$ cat config.mk
export PLATFORM = sky130hd
export DESIGN_NAME = aligned_block_match_merger
export DESIGN_NICKNAME = d
export VERILOG_FILES = /design/src/abmm_pkg.sv /design/src/abmm_ref_store.sv /design/src/abmm_match_core.sv /design/src/aligned_block_match_merger.sv
export VERILOG_INCLUDE_DIRS = /design/src /design/src/src
export SDC_FILE = /design/constraint.sdc
export NUM_CORES = 2
export LEC_CHECK = 0
export BUFFER_PORTS_ARGS = -buffer_cell sky130_fd_sc_hd__buf_4
export CAP_MARGIN = 10
export CORE_ASPECT_RATIO = 1.25
export CORE_MARGIN = 4
export CORE_UTILIZATION = 35
export CTS_BUF_LIST = sky130_fd_sc_hd__clkbuf_16
export DETAILED_ROUTE_END_ITERATION = 6
export PLACE_DENSITY_LB_ADDON = 0.25
export SLEW_MARGIN = 20
export SYNTH_ARGS = -nofsm -noshare
export SYNTH_HDL_FRONTEND = slang
export SYNTH_SLANG_ARGS = --single-unit
$ cat constraint.sdc
create_clock -name clk -period 14.25 [get_ports clk]
set_input_delay 0.7125 -clock clk [delete_from_list [all_inputs] [get_ports clk]]
set_output_delay 0.7125 -clock clk [all_outputs]
set_load 0.005 [all_outputs]
$ cat src/aligned_block_match_merger_defines.svh
// assertion macros shared by the aligned block match merger modules
`ifndef ALIGNED_BLOCK_MATCH_MERGER_DEFINES_SVH
`define ALIGNED_BLOCK_MATCH_MERGER_DEFINES_SVH

// same-cycle implication, disabled while reset is asserted
`define ABMM_ASSERT_IMPLY(label, clk, rst_n, ante, cons, msg) \
	label: assert property (@(posedge clk) disable iff (!rst_n) (ante) |-> (cons)) \
		else $error(msg);

// next-cycle implication, disabled while reset is asserted
`define ABMM_ASSERT_NEXT(label, clk, rst_n, ante, cons, msg) \
	label: assert property (@(posedge clk) disable iff (!rst_n) (ante) |=> (cons)) \
		else $error(msg);

`endif

$ cat src/abmm_pkg.sv
// shared types and constants of the aligned block match merger
package abmm_pkg;

	localparam int unsigned MAX_BLOCK_DEF = 256;
	localparam logic [31:0] SAT32 = 32'hFFFF_FFFF;

	typedef enum logic {
		CMD_LOAD = 1'b0,
		CMD_SCAN = 1'b1
	} cmd_t;

	typedef struct packed {
		logic [31:0] run_offset;
		logic [31:0] run_size;
		logic [31:0] run_blocks;
		logic        scan_done;
		logic        no_run;
	} res_t;

endpackage

$ cat src/abmm_ref_store.sv
// reference byte memory with one write port and a registered prefetch read
module abmm_ref_store #(
	parameter int unsigned MAX_BLOCK = abmm_pkg::MAX_BLOCK_DEF,
	parameter int unsigned ADDR_W = (MAX_BLOCK > 1) ? $clog2(MAX_BLOCK) : 1
) (
	input  logic              clk,
	input  logic              wr_en,
	input  logic [ADDR_W-1:0] wr_addr,
	input  logic [7:0]        wr_data,
	input  logic [ADDR_W-1:0] rd_addr,
	output logic [7:0]        rd_data
);
	import abmm_pkg::*;

	logic [7:0] mem [MAX_BLOCK];
	logic [7:0] rd_data_q;

	always_ff @(posedge clk) begin
		if (wr_en) begin
			mem[wr_addr] <= wr_data;
		end
	end

	// a byte written in the same cycle as it is fetched is forwarded
	always_ff @(posedge clk) begin
		if (wr_en && wr_addr == rd_addr) begin
			rd_data_q <= wr_data;
		end else begin
			rd_data_q <= mem[rd_addr];
		end
	end

	assign rd_data = rd_data_q;

endmodule

$ cat src/abmm_match_core.sv
// chunk compare, run merge and scan state of the aligned block match merger
`include "aligned_block_match_merger_defines.svh"

module abmm_match_core #(
	parameter int unsigned MAX_BLOCK = abmm_pkg::MAX_BLOCK_DEF,
	parameter int unsigned ADDR_W = (MAX_BLOCK > 1) ? $clog2(MAX_BLOCK) : 1,
	parameter int unsigned CNT_W = $clog2(MAX_BLOCK + 1)
) (
	input  logic              clk,
	input  logic              arst_n,
	input  logic              present,
	input  logic              fire,
	input  logic              command,
	input  logic [7:0]        data_byte,
	input  logic              last,
	input  logic [7:0]        ref_byte,
	output logic              wr_en,
	output logic [ADDR_W-1:0] wr_addr,
	output logic [7:0]        wr_data,
	output logic [ADDR_W-1:0] rd_addr,
	output logic              has_result,
	output abmm_pkg::res_t    res
);
	import abmm_pkg::*;

	logic [CNT_W-1:0] ref_len_q, ref_len_n;
	logic             ref_done_q, ref_done_n;
	logic [CNT_W-1:0] chunk_pos_q, chunk_pos_n;
	logic             mismatch_q, mismatch_n;
	logic [31:0]      offset_q, offset_n;
	logic             run_active_q, run_active_n;
	logic [31:0]      run_start_q, run_start_n;
	logic [31:0]      run_len_q, run_len_n;
	logic [31:0]      run_chunks_q, run_chunks_n;

	logic [CNT_W-1:0] base_len;
	logic             room;
	logic             has_ref;
	logic [CNT_W-1:0] pos1;
	logic [32:0]      len_sum;
	logic             mm;
	logic             wr_req;

	// a load after a completed reference starts over at length zero
	assign base_len = ref_done_q ? '0 : ref_len_q;
	assign room     = base_len < CNT_W'(MAX_BLOCK);
	assign has_ref  = ref_len_q != '0;
	assign pos1     = chunk_pos_q + CNT_W'(1);
	assign len_sum  = {1'b0, run_len_q} + 33'(pos1);

	always_comb begin
		ref_len_n    = ref_len_q;
		ref_done_n   = ref_done_q;
		chunk_pos_n  = chunk_pos_q;
		mismatch_n   = mismatch_q;
		offset_n     = offset_q;
		run_active_n = run_active_q;
		run_start_n  = run_start_q;
		run_len_n    = run_len_q;
		run_chunks_n = run_chunks_q;
		mm           = mismatch_q;
		wr_req       = 1'b0;
		has_result   = 1'b0;
		res          = '0;
		if (present) begin
			if (command == CMD_LOAD) begin
				wr_req       = room;
				ref_len_n    = base_len + CNT_W'(room);
				ref_done_n   = last;
				chunk_pos_n  = '0;
				mismatch_n   = 1'b0;
				offset_n     = '0;
				run_active_n = 1'b0;
				run_start_n  = '0;
				run_len_n    = '0;
				run_chunks_n = '0;
			end else begin
				if (has_ref) begin
					if (chunk_pos_q == '0 && !run_active_q) begin
						run_start_n = offset_q;
					end
					mm          = mismatch_q | (ref_byte != data_byte);
					chunk_pos_n = pos1;
					mismatch_n  = mm;
				end
				offset_n = (offset_q == SAT32) ? SAT32 : offset_q + 32'd1;
				// chunk boundary: full chunk or short final chunk
				if (has_ref && (pos1 >= ref_len_q || last)) begin
					if (!mm) begin
						if (run_active_q) begin
							run_len_n    = len_sum[32] ? SAT32 : len_sum[31:0];
							run_chunks_n = (run_chunks_q == SAT32) ? SAT32
								: run_chunks_q + 32'd1;
						end else begin
							run_active_n = 1'b1;
							run_len_n    = 32'(pos1);
							run_chunks_n = 32'd1;
						end
					end else if (run_active_q) begin
						has_result     = 1'b1;
						res.run_offset = run_start_q;
						res.run_size   = run_len_q;
						res.run_blocks = run_chunks_q;
						res.scan_done  = last;
						res.no_run     = 1'b0;
						run_active_n   = 1'b0;
					end
					chunk_pos_n = '0;
					mismatch_n  = 1'b0;
				end
				if (last) begin
					if (!has_result) begin
						has_result    = 1'b1;
						res.scan_done = 1'b1;
						res.no_run    = !run_active_n;
						if (run_active_n) begin
							res.run_offset = run_start_n;
							res.run_size   = run_len_n;
							res.run_blocks = run_chunks_n;
						end
					end
					chunk_pos_n  = '0;
					mismatch_n   = 1'b0;
					offset_n     = '0;
					run_active_n = 1'b0;
					run_start_n  = '0;
					run_len_n    = '0;
					run_chunks_n = '0;
				end
			end
		end
	end

	assign wr_en   = fire && wr_req;
	assign wr_addr = base_len[ADDR_W-1:0];
	assign wr_data = data_byte;
	// prefetch the reference byte the next scan transaction compares against
	assign rd_addr = fire ? chunk_pos_n[ADDR_W-1:0] : chunk_pos_q[ADDR_W-1:0];

	always_ff @(posedge clk or negedge arst_n) begin
		if (!arst_n) begin
			ref_len_q    <= '0;
			ref_done_q   <= 1'b0;
			chunk_pos_q  <= '0;
			mismatch_q   <= 1'b0;
			offset_q     <= '0;
			run_active_q <= 1'b0;
			run_start_q  <= '0;
			run_len_q    <= '0;
			run_chunks_q <= '0;
		end else if (fire) begin
			ref_len_q    <= ref_len_n;
			ref_done_q   <= ref_done_n;
			chunk_pos_q  <= chunk_pos_n;
			mismatch_q   <= mismatch_n;
			offset_q     <= offset_n;
			run_active_q <= run_active_n;
			run_start_q  <= run_start_n;
			run_len_q    <= run_len_n;
			run_chunks_q <= run_chunks_n;
		end
	end

	`ABMM_ASSERT_IMPLY(a_pos_in_ref, clk, arst_n, chunk_pos_q != '0, chunk_pos_q < ref_len_q, "chunk position beyond reference length")
	`ABMM_ASSERT_NEXT(a_scan_end_clear, clk, arst_n, fire && last && command == CMD_SCAN, chunk_pos_q == '0 && !run_active_q && offset_q == '0, "scan state not cleared after last byte")
	`ABMM_ASSERT_IMPLY(a_run_nonempty, clk, arst_n, run_active_q, run_chunks_q != '0 && run_len_q != '0, "active run without chunks")

endmodule

$ cat src/aligned_block_match_merger.sv
// top level: input register, match core, reference memory and result register
//
// channel  valid         stall         payload
// item     item_valid    item_stall    command, data_byte, last
// result   result_valid  result_stall  run_offset, run_size, run_blocks, scan_done, no_run
//
// one transaction per cycle while item_stall is low; a result passes through the
// input register, then the result register
// the reference byte for the next compare is prefetched into the memory's read register
// reset clears all control and scan state; the reference memory needs no clearing pass
// item_stall rises only while the result register holds an untaken result and the
// transaction in the input register has a result of its own
`include "aligned_block_match_merger_defines.svh"

module aligned_block_match_merger #(
	parameter int unsigned MAX_BLOCK = abmm_pkg::MAX_BLOCK_DEF
) (
	input  logic        clk,
	input  logic        arst_n,
	input  logic        item_valid,
	output logic        item_stall,
	input  logic        command,
	input  logic [7:0]  data_byte,
	input  logic        last,
	output logic        result_valid,
	input  logic        result_stall,
	output logic [31:0] run_offset,
	output logic [31:0] run_size,
	output logic [31:0] run_blocks,
	output logic        scan_done,
	output logic        no_run
);
	import abmm_pkg::*;

	localparam int unsigned ADDR_W = (MAX_BLOCK > 1) ? $clog2(MAX_BLOCK) : 1;
	localparam int unsigned CNT_W = $clog2(MAX_BLOCK + 1);

	logic              valid_s1;
	logic              command_s1;
	logic [7:0]        data_byte_s1;
	logic              last_s1;
	logic              result_valid_q;
	res_t              res_q;

	logic              out_free;
	logic              fire;
	logic              has_result;
	res_t              res;
	logic              wr_en;
	logic [ADDR_W-1:0] wr_addr;
	logic [7:0]        wr_data;
	logic [ADDR_W-1:0] rd_addr;
	logic [7:0]        ref_byte;

	assign out_free   = !result_valid_q || !result_stall;
	assign fire       = valid_s1 && (!has_result || out_free);
	assign item_stall = valid_s1 && !fire;

	always_ff @(posedge clk or negedge arst_n) begin
		if (!arst_n) begin
			valid_s1 <= 1'b0;
		end else if (!item_stall) begin
			valid_s1 <= item_valid;
		end
	end

	always_ff @(posedge clk) begin
		if (item_valid && !item_stall) begin
			command_s1   <= command;
			data_byte_s1 <= data_byte;
			last_s1      <= last;
		end
	end

	abmm_match_core #(
		.MAX_BLOCK(MAX_BLOCK),
		.ADDR_W(ADDR_W),
		.CNT_W(CNT_W)
	) u_core (
		.clk(clk),
		.arst_n(arst_n),
		.present(valid_s1),
		.fire(fire),
		.command(command_s1),
		.data_byte(data_byte_s1),
		.last(last_s1),
		.ref_byte(ref_byte),
		.wr_en(wr_en),
		.wr_addr(wr_addr),
		.wr_data(wr_data),
		.rd_addr(rd_addr),
		.has_result(has_result),
		.res(res)
	);

	abmm_ref_store #(
		.MAX_BLOCK(MAX_BLOCK),
		.ADDR_W(ADDR_W)
	) u_store (
		.clk(clk),
		.wr_en(wr_en),
		.wr_addr(wr_addr),
		.wr_data(wr_data),
		.rd_addr(rd_addr),
		.rd_data(ref_byte)
	);

	always_ff @(posedge clk or negedge arst_n) begin
		if (!arst_n) begin
			result_valid_q <= 1'b0;
		end else if (out_free) begin
			result_valid_q <= fire && has_result;
		end
	end

	always_ff @(posedge clk) begin
		if (fire && has_result) begin
			res_q <= res;
		end
	end

	assign result_valid = result_valid_q;
	assign run_offset   = res_q.run_offset;
	assign run_size     = res_q.run_size;
	assign run_blocks   = res_q.run_blocks;
	assign scan_done    = res_q.scan_done;
	assign no_run       = res_q.no_run;

	`ABMM_ASSERT_IMPLY(a_end_marker, clk, arst_n, result_valid_q && res_q.no_run, res_q.scan_done && res_q.run_offset == '0 && res_q.run_size == '0 && res_q.run_blocks == '0, "end marker carries run data")
	`ABMM_ASSERT_IMPLY(a_no_overwrite, clk, arst_n, fire && has_result, !result_valid_q || !result_stall, "held result overwritten")
	`ABMM_ASSERT_NEXT(a_load_silent, clk, arst_n, fire && command_s1 == CMD_LOAD && out_free, !result_valid_q, "load transaction produced a result")

endmodule
Yosys cells after proc, flatten, opt, wreduce, memory -nomap -nowiden
Memories as Yosys holds them, arrays and structs flattened. A register that Yosys moved wholly into a read port is not among the register bits.
Index checks and enable logic that the tools add are counted.
{"block": "word_totals", "out_inout_bits": 100, "romBits": 0, "ff_bits": 259, "inputBits": 14, "wordCells": 113, "mem_bits_rw": 2048, "latch_bits": 0, "memories": 1}
{"block": "classes", "bitwise": 2, "n_div": 0, "n_addsub": 5, "n_shift": 0, "reduce_logical": 23, "n_mul": 0, "magnitude_cmp": 2, "muxes": 56, "n_eq_ne": 4}
{"name": "u_store.mem", "depth": 256, "width": 8, "rd": 1, "rd_clocked_by_memory_dff": 1, "wr": 1, "line_no": "abmm_ref_store.sv:15", "text": "logic [7:0] mem [MAX_BLOCK];"}
{"operator": "32-bit 2-to-1 mux", "n": 19}
{"operator": "98-bit 2-to-1 mux", "n": 5}
{"operator": "96-bit 2-to-1 mux", "n": 1}
{"operator": "32-bit by 1-bit adder with 32-bit output (second input constant)", "n": 2}
{"operator": "32-bit == test (second input constant)", "n": 2}
{"operator": "9-bit 2-to-1 mux", "n": 5}
{"operator": "32-bit by 9-bit adder with 33-bit output", "n": 1}
{"operator": "1-bit 2-to-1 mux", "n": 24}
{"operator": "8-bit 2-to-1 mux", "n": 2}
{"operator": "9-bit by 1-bit adder with 9-bit output", "n": 1}
{"operator": "9-bit by 1-bit adder with 9-bit output (second input constant)", "n": 1}
{"operator": "9-bit >= comparator", "n": 1}
{"operator": "9-bit logical NOT", "n": 1}
{"operator": "9-bit less-than comparator (second input constant)", "n": 1}
{"operator": "9-bit nonzero test", "n": 1}
{"operator": "8-bit inequality test", "n": 1}
{"operator": "1-bit logical AND", "n": 7}
{"operator": "1-bit logical NOT", "n": 7}
{"operator": "3-bit AND reduction", "n": 2}
{"operator": "4-bit by 1-bit inequality test with 1-bit output (second input constant)", "n": 1}
{"operator": "2-bit AND reduction", "n": 2}
{"operator": "1-bit logical OR", "n": 3}
{"operator": "1-bit NOT", "n": 1}
{"operator": "1-bit bitwise OR", "n": 1}

Logic depth before layout (Yosys ltp)
{"block": "logic_depth", "word_depth": 19, "depth_mapped": 20, "ltp_nobuf": 15}

By module
A second synthesis with hierarchy kept.
{"block": "hier_totals", "hier_cells": 5152, "area_unflattened_um2": 93458.4}
{"module": "abmm_ref_store", "cells_per_inst": 3733, "seq_area_each_um2": 61659.1, "area_each_um2": 79556.3, "n_inst": 1}
{"module": "abmm_match_core", "cells_per_inst": 1299, "seq_area_each_um2": 3728.6, "area_each_um2": 10553.9, "n_inst": 1}
{"module": "aligned_block_match_merger", "cells_per_inst": 120, "seq_area_each_um2": 3293.2, "area_each_um2": 3348.2, "n_inst": 1}

Worst setup path after synthesis
No wires, ideal clock.
{"block": "synth_timing", "path_kind": "reg2reg", "startpoint": "register data_byte_s1[4]", "endpoint": "register res_q (netlist bit no_run), enable pin", "stages_incl_launch_ff": 11, "path_slack_ps": 4571, "period_less_slack_ps": 9679, "arrival_time_ps": 9124, "n_path_buf": 3, "setup_time_ps": 555, "t_required_ps": 13695, "cell_sequence": "edfxtp_1 inv_1 o21ai_0 or4b_1 o2111ai_1 nor4_4 a31oi_1 buf_2 buf_2 buf_2 nor2_1"}
{"block": "synth_via", "elab_chain_len": 16}
{"element": "start: declaration", "line_no": "aligned_block_match_merger.sv:40", "text": "logic [7:0] data_byte_s1;"}
{"element": "start signal: assignment", "line_no": "aligned_block_match_merger.sv:70", "text": "data_byte_s1 <= data_byte;"}
{"element": "8-bit inequality test (*)", "line_no": "abmm_match_core.sv:82", "text": "mm = mismatch_q | (ref_byte != data_byte);"}
{"element": "1-bit bitwise OR (*)", "line_no": "abmm_match_core.sv:82"}
{"element": "1-bit 2-to-1 mux (*)", "line_no": "abmm_match_core.sv:78", "text": "if (has_ref) begin"}
{"element": "1-bit 2-to-1 mux (*)", "line_no": "abmm_match_core.sv:66", "text": "if (command == CMD_LOAD) begin"}
{"element": "1-bit 2-to-1 mux (*)", "line_no": "abmm_match_core.sv:65", "text": "if (present) begin"}
{"element": "1-bit 2-to-1 mux (*)", "line_no": "abmm_match_core.sv:89", "text": "if (!mm) begin"}
{"element": "1-bit 2-to-1 mux (*)", "line_no": "abmm_match_core.sv:88", "text": "if (has_ref && (pos1 >= ref_len_q || last)) begin"}
{"element": "1-bit 2-to-1 mux (*)", "line_no": "abmm_match_core.sv:66"}
{"element": "1-bit 2-to-1 mux (*)", "line_no": "abmm_match_core.sv:65"}
{"element": "1-bit 2-to-1 mux (*)", "line_no": "abmm_match_core.sv:111", "text": "if (last) begin"}
{"element": "1-bit 2-to-1 mux (*)", "line_no": "abmm_match_core.sv:66"}
{"element": "1-bit 2-to-1 mux (*)", "line_no": "abmm_match_core.sv:65"}
{"element": "1-bit logical NOT", "line_no": "aligned_block_match_merger.sv:56", "text": "assign fire = valid_s1 && (!has_result || out_free);"}
{"element": "1-bit logical OR", "line_no": "aligned_block_match_merger.sv:56"}
{"element": "1-bit logical AND", "line_no": "aligned_block_match_merger.sv:56"}
{"element": "1-bit logical AND (*)", "line_no": "aligned_block_match_merger.sv:117", "text": "if (fire && has_result) begin"}
{"element": "end signal: assignment", "line_no": "aligned_block_match_merger.sv:118", "text": "res_q <= res;"}
{"element": "end: declaration", "line_no": "aligned_block_match_merger.sv:43", "text": "res_t res_q;"}
Mark *: on every way between the ends. The rest lies on a longest branch, timed or not. The select of a mux whose other input is x is not followed.
A chain may end at the register's enable or synchronous reset.

==> out/qor.txt <==
status: finished clean
Pwr Density: 134 nW/um^2
non-filler cells, final: 9,237
post-CTS resize count: 0
Worst Path Max Fanout: 44
sequential area share after synthesis: 73.0%
kind of critical path: flip-flop to primary output
initial antenna violation count: 7
CP endpoint kind: primary output
CP max-delay cell: dfxtp_4
area of the multi-input gates: 23,600 sq um
drt total wl: 268 mm
setup TNS: 0 ps
Post-Syn Instances: 5,398
Fmax achieved: 0.120 GHz
Worst EP required: 13,540 ps
ys flop type: edfxtp_1
fin crit share: 58.3%
# clock sinks: 2,315
clk root buf: clkbuf_16
synth warn: 0
CTS tree: yes
Post-Place Setup Slack: 6160 ps
Worst-path clk slew: 70 ps
Die W: 472 um
Ports: 114
most used cell, CP: buf_4
first-pass GRT wire length: 387 mm
Post-Place Cells: 8,820
capturing point of the worst reg2reg path: run_size[27]
placement row count: 212
Pre-Repair DR Iteration Count: 6
post-detailed-route wirelength per cell: 29.1 um
RSZ-0062 raised after global routing: false
VDD IR max: 0.0953 mV
layout cells sized above 1: 17.4%
post-DP HPWL: 166 mm
Area Overhead vs Synth: 12.9%
final instance area: 106,000 sq um
insertion delay to the later sink of the worst-skew pair: 870 ps
maximum level of the CTS H-tree: 4
core area: 267,000 sq um
Hold Startpoint: command
biggest area consumer among synthesized cells: edfxtp_1
largest net degree at the start of global routing: 204
Relative slew margins: 14.9%
fin worst setup slack: 5940 ps
Final Hold Vio Count: 0
Synth cell types: 85
Placer Congestion: 0.861
Synth top area share: 68.8%
Yosys reg bits: 2,315
max_cap viols: 0
vias: 52,100
Worst Hold Depth: 1
Die Y: 588 um
Post-Syn Nets: 5,437
worst min-delay path category: input port to flip-flop
cell family with most CP delay: buffers and inverters
Post-synth ARST share: 6.52%
most numerous cell in the Yosys netlist: edfxtp_1
fillers: 24,000
Final Slew Violations: 0
R2R depth: 14
Post-Syn Area per Cell: 17.4 sq um
Worst Max-Slew Pin Slew: 1270 ps
DRT antenna net count: 0
top cells by area, synth: edfxtp_1 69%, mux4_2 8.4%, dfrtp_1 4.0%, mux2i_1 4.0%, nor2_1 1.5%
clock buffer depth: 4
All-Layer GR Usage: 18.9%
Vias/cell: 5.64
cts-stage hold buffer count: 5
CP Launch Type: flip-flop
initial core utilization: 35.2%
reg2reg setup slack: 6230 ps
CP max stage delay: 840 ps
CTS buffer count: 222
critical path arrival: 7600 ps
Synth top cells by count: 2,156 x edfxtp_1, 374 x mux2i_1, 373 x nor2_1
EDFF count, synth: 2,156
post-route minimum period: 8310 ps
Clock Skew: 65.7 ps
PortBufs: 113
synthesized cell area: 94,100 sq um
Nets: 5,560
critical path, cell by cell: buf_4 -> buf_4 -> mux4_2 -> a221oi_1 -> nand3_1 -> a21oi_1 -> or4b_1 -> o2111ai_1 -> nor4_4 -> buf_4 -> a311oi_4 -> buf_4 -> nor2_1 -> nor2_1 -> buf_4
setup violators final: 0
WP depth: 15
FF+latch area: 68,700 sq um
Post-route DRC: 0
CP Buf/Inv Count: 5
Setup Buffers After CTS: 0
die area: 277,000 sq um
Pleak: 33.1 nW
drt first-iter violations: 6,060
hold endpoint: command_s1
Placement Cell Area: 98,800 sq um
vias in the first global route: 52,100
GR Overflow Total: 0
## worst max-delay path by stage
stage,to
floorplan,no_run
detailed placement,run_size[26]
global route,item_stall
finish,item_stall
CTS,item_stall
global placement,run_size[25]
## stage by stage
step / total power [mW] / utilization (%) / hold WS [ps]
after detailed placement: 8.38 / 37.0 / 491
final: 14.2 / 39.8 / 78.4
after CTS: 14.3 / 39.7 / 9.20
after global placement: 8.37 / 37.0 / 489
after floorplan: 8.08 / - / 417
after global routing: 14.6 / 39.8 / 19.8
## power breakdown
part / internal, mW / switching (mW) / leakage (nW) / total (mW)
registers: 7.44 / 0.0300 / 21.7 / 7.47
logic: 0.232 / 0.529 / 7.59 / 0.761
clock network: 3.39 / 2.57 / 3.72 / 5.95
total: 11.1 / 3.13 / 33.1 / 14.2
## flip-flops by register name (all words and copies together) (netlist names), named ones only
name and count:
u_store.mem 2048, run_blocks 32, run_offset 32, run_size 32, u_core.offset_q 32, u_core.run_chunks_q 32
u_core.run_len_q 32, u_core.run_start_q 32, u_core.chunk_pos_q 9, u_core.ref_len_q 9, data_byte_s1 8, command_s1 1
last_s1 1, no_run 1, result_valid 1, scan_done 1, u_core.mismatch_q 1, u_core.ref_done_q 1
u_core.run_active_q 1, valid_s1 1
## cells in the final DEF, fill, tap and decap left out, drive strengths merged, types with 53 or more instances in the layout
| master | n |
|---|---|
| inv | 102 |
| mux2i | 374 |
| nor2 | 374 |
| a21oi | 115 |
| nand3 | 159 |
| o21ai | 105 |
| nand4 | 53 |
| mux4 | 352 |
| clkinv | 91 |
| clkbuf | 228 |
| edfxtp | 2156 |
| nand2 | 231 |
| a22oi | 149 |
| buf | 239 |
| a22o | 115 |
| dfrtp | 151 |
## cell families after synthesis
group | Yosys count | share of synthesized area, %
flip-flops | 2315 | 73.0
AND/OR/NAND/NOR | 1064 | 5.37
multiplexers | 728 | 12.4
buffers and inverters | 399 | 2.17
adder cells (fa/ha/maj) | 25 | 0.340
XOR/XNOR | 19 | 0.177
AO/OA/AOI/OAI | 848 | 6.54
## layout make-up
class,count,share of cell area (%)
Antenna cell,5,0.0118
Clock buffer,228,5.37
Clock inverter,176,1.47
Inverter,54,0.191
Multi-Input combinational cell,2684,22.2
Sequential cell,2315,64.6
Tap cell,3531,4.16
Timing Repair Buffer,244,1.94
## routing by layer
layer | share of wire (%) | global-route usage (%) | wire, um
met1 | 41 | 25.4 | 110000
met2 | 49 | 31.5 | 132000
met3 | 6.3 | 2.78 | 17000
met4 | 3.4 | 6.22 | 9090
met5 | 0.014 | 0 | 38
No activity file was read; power rests on OpenSTA's default activity.
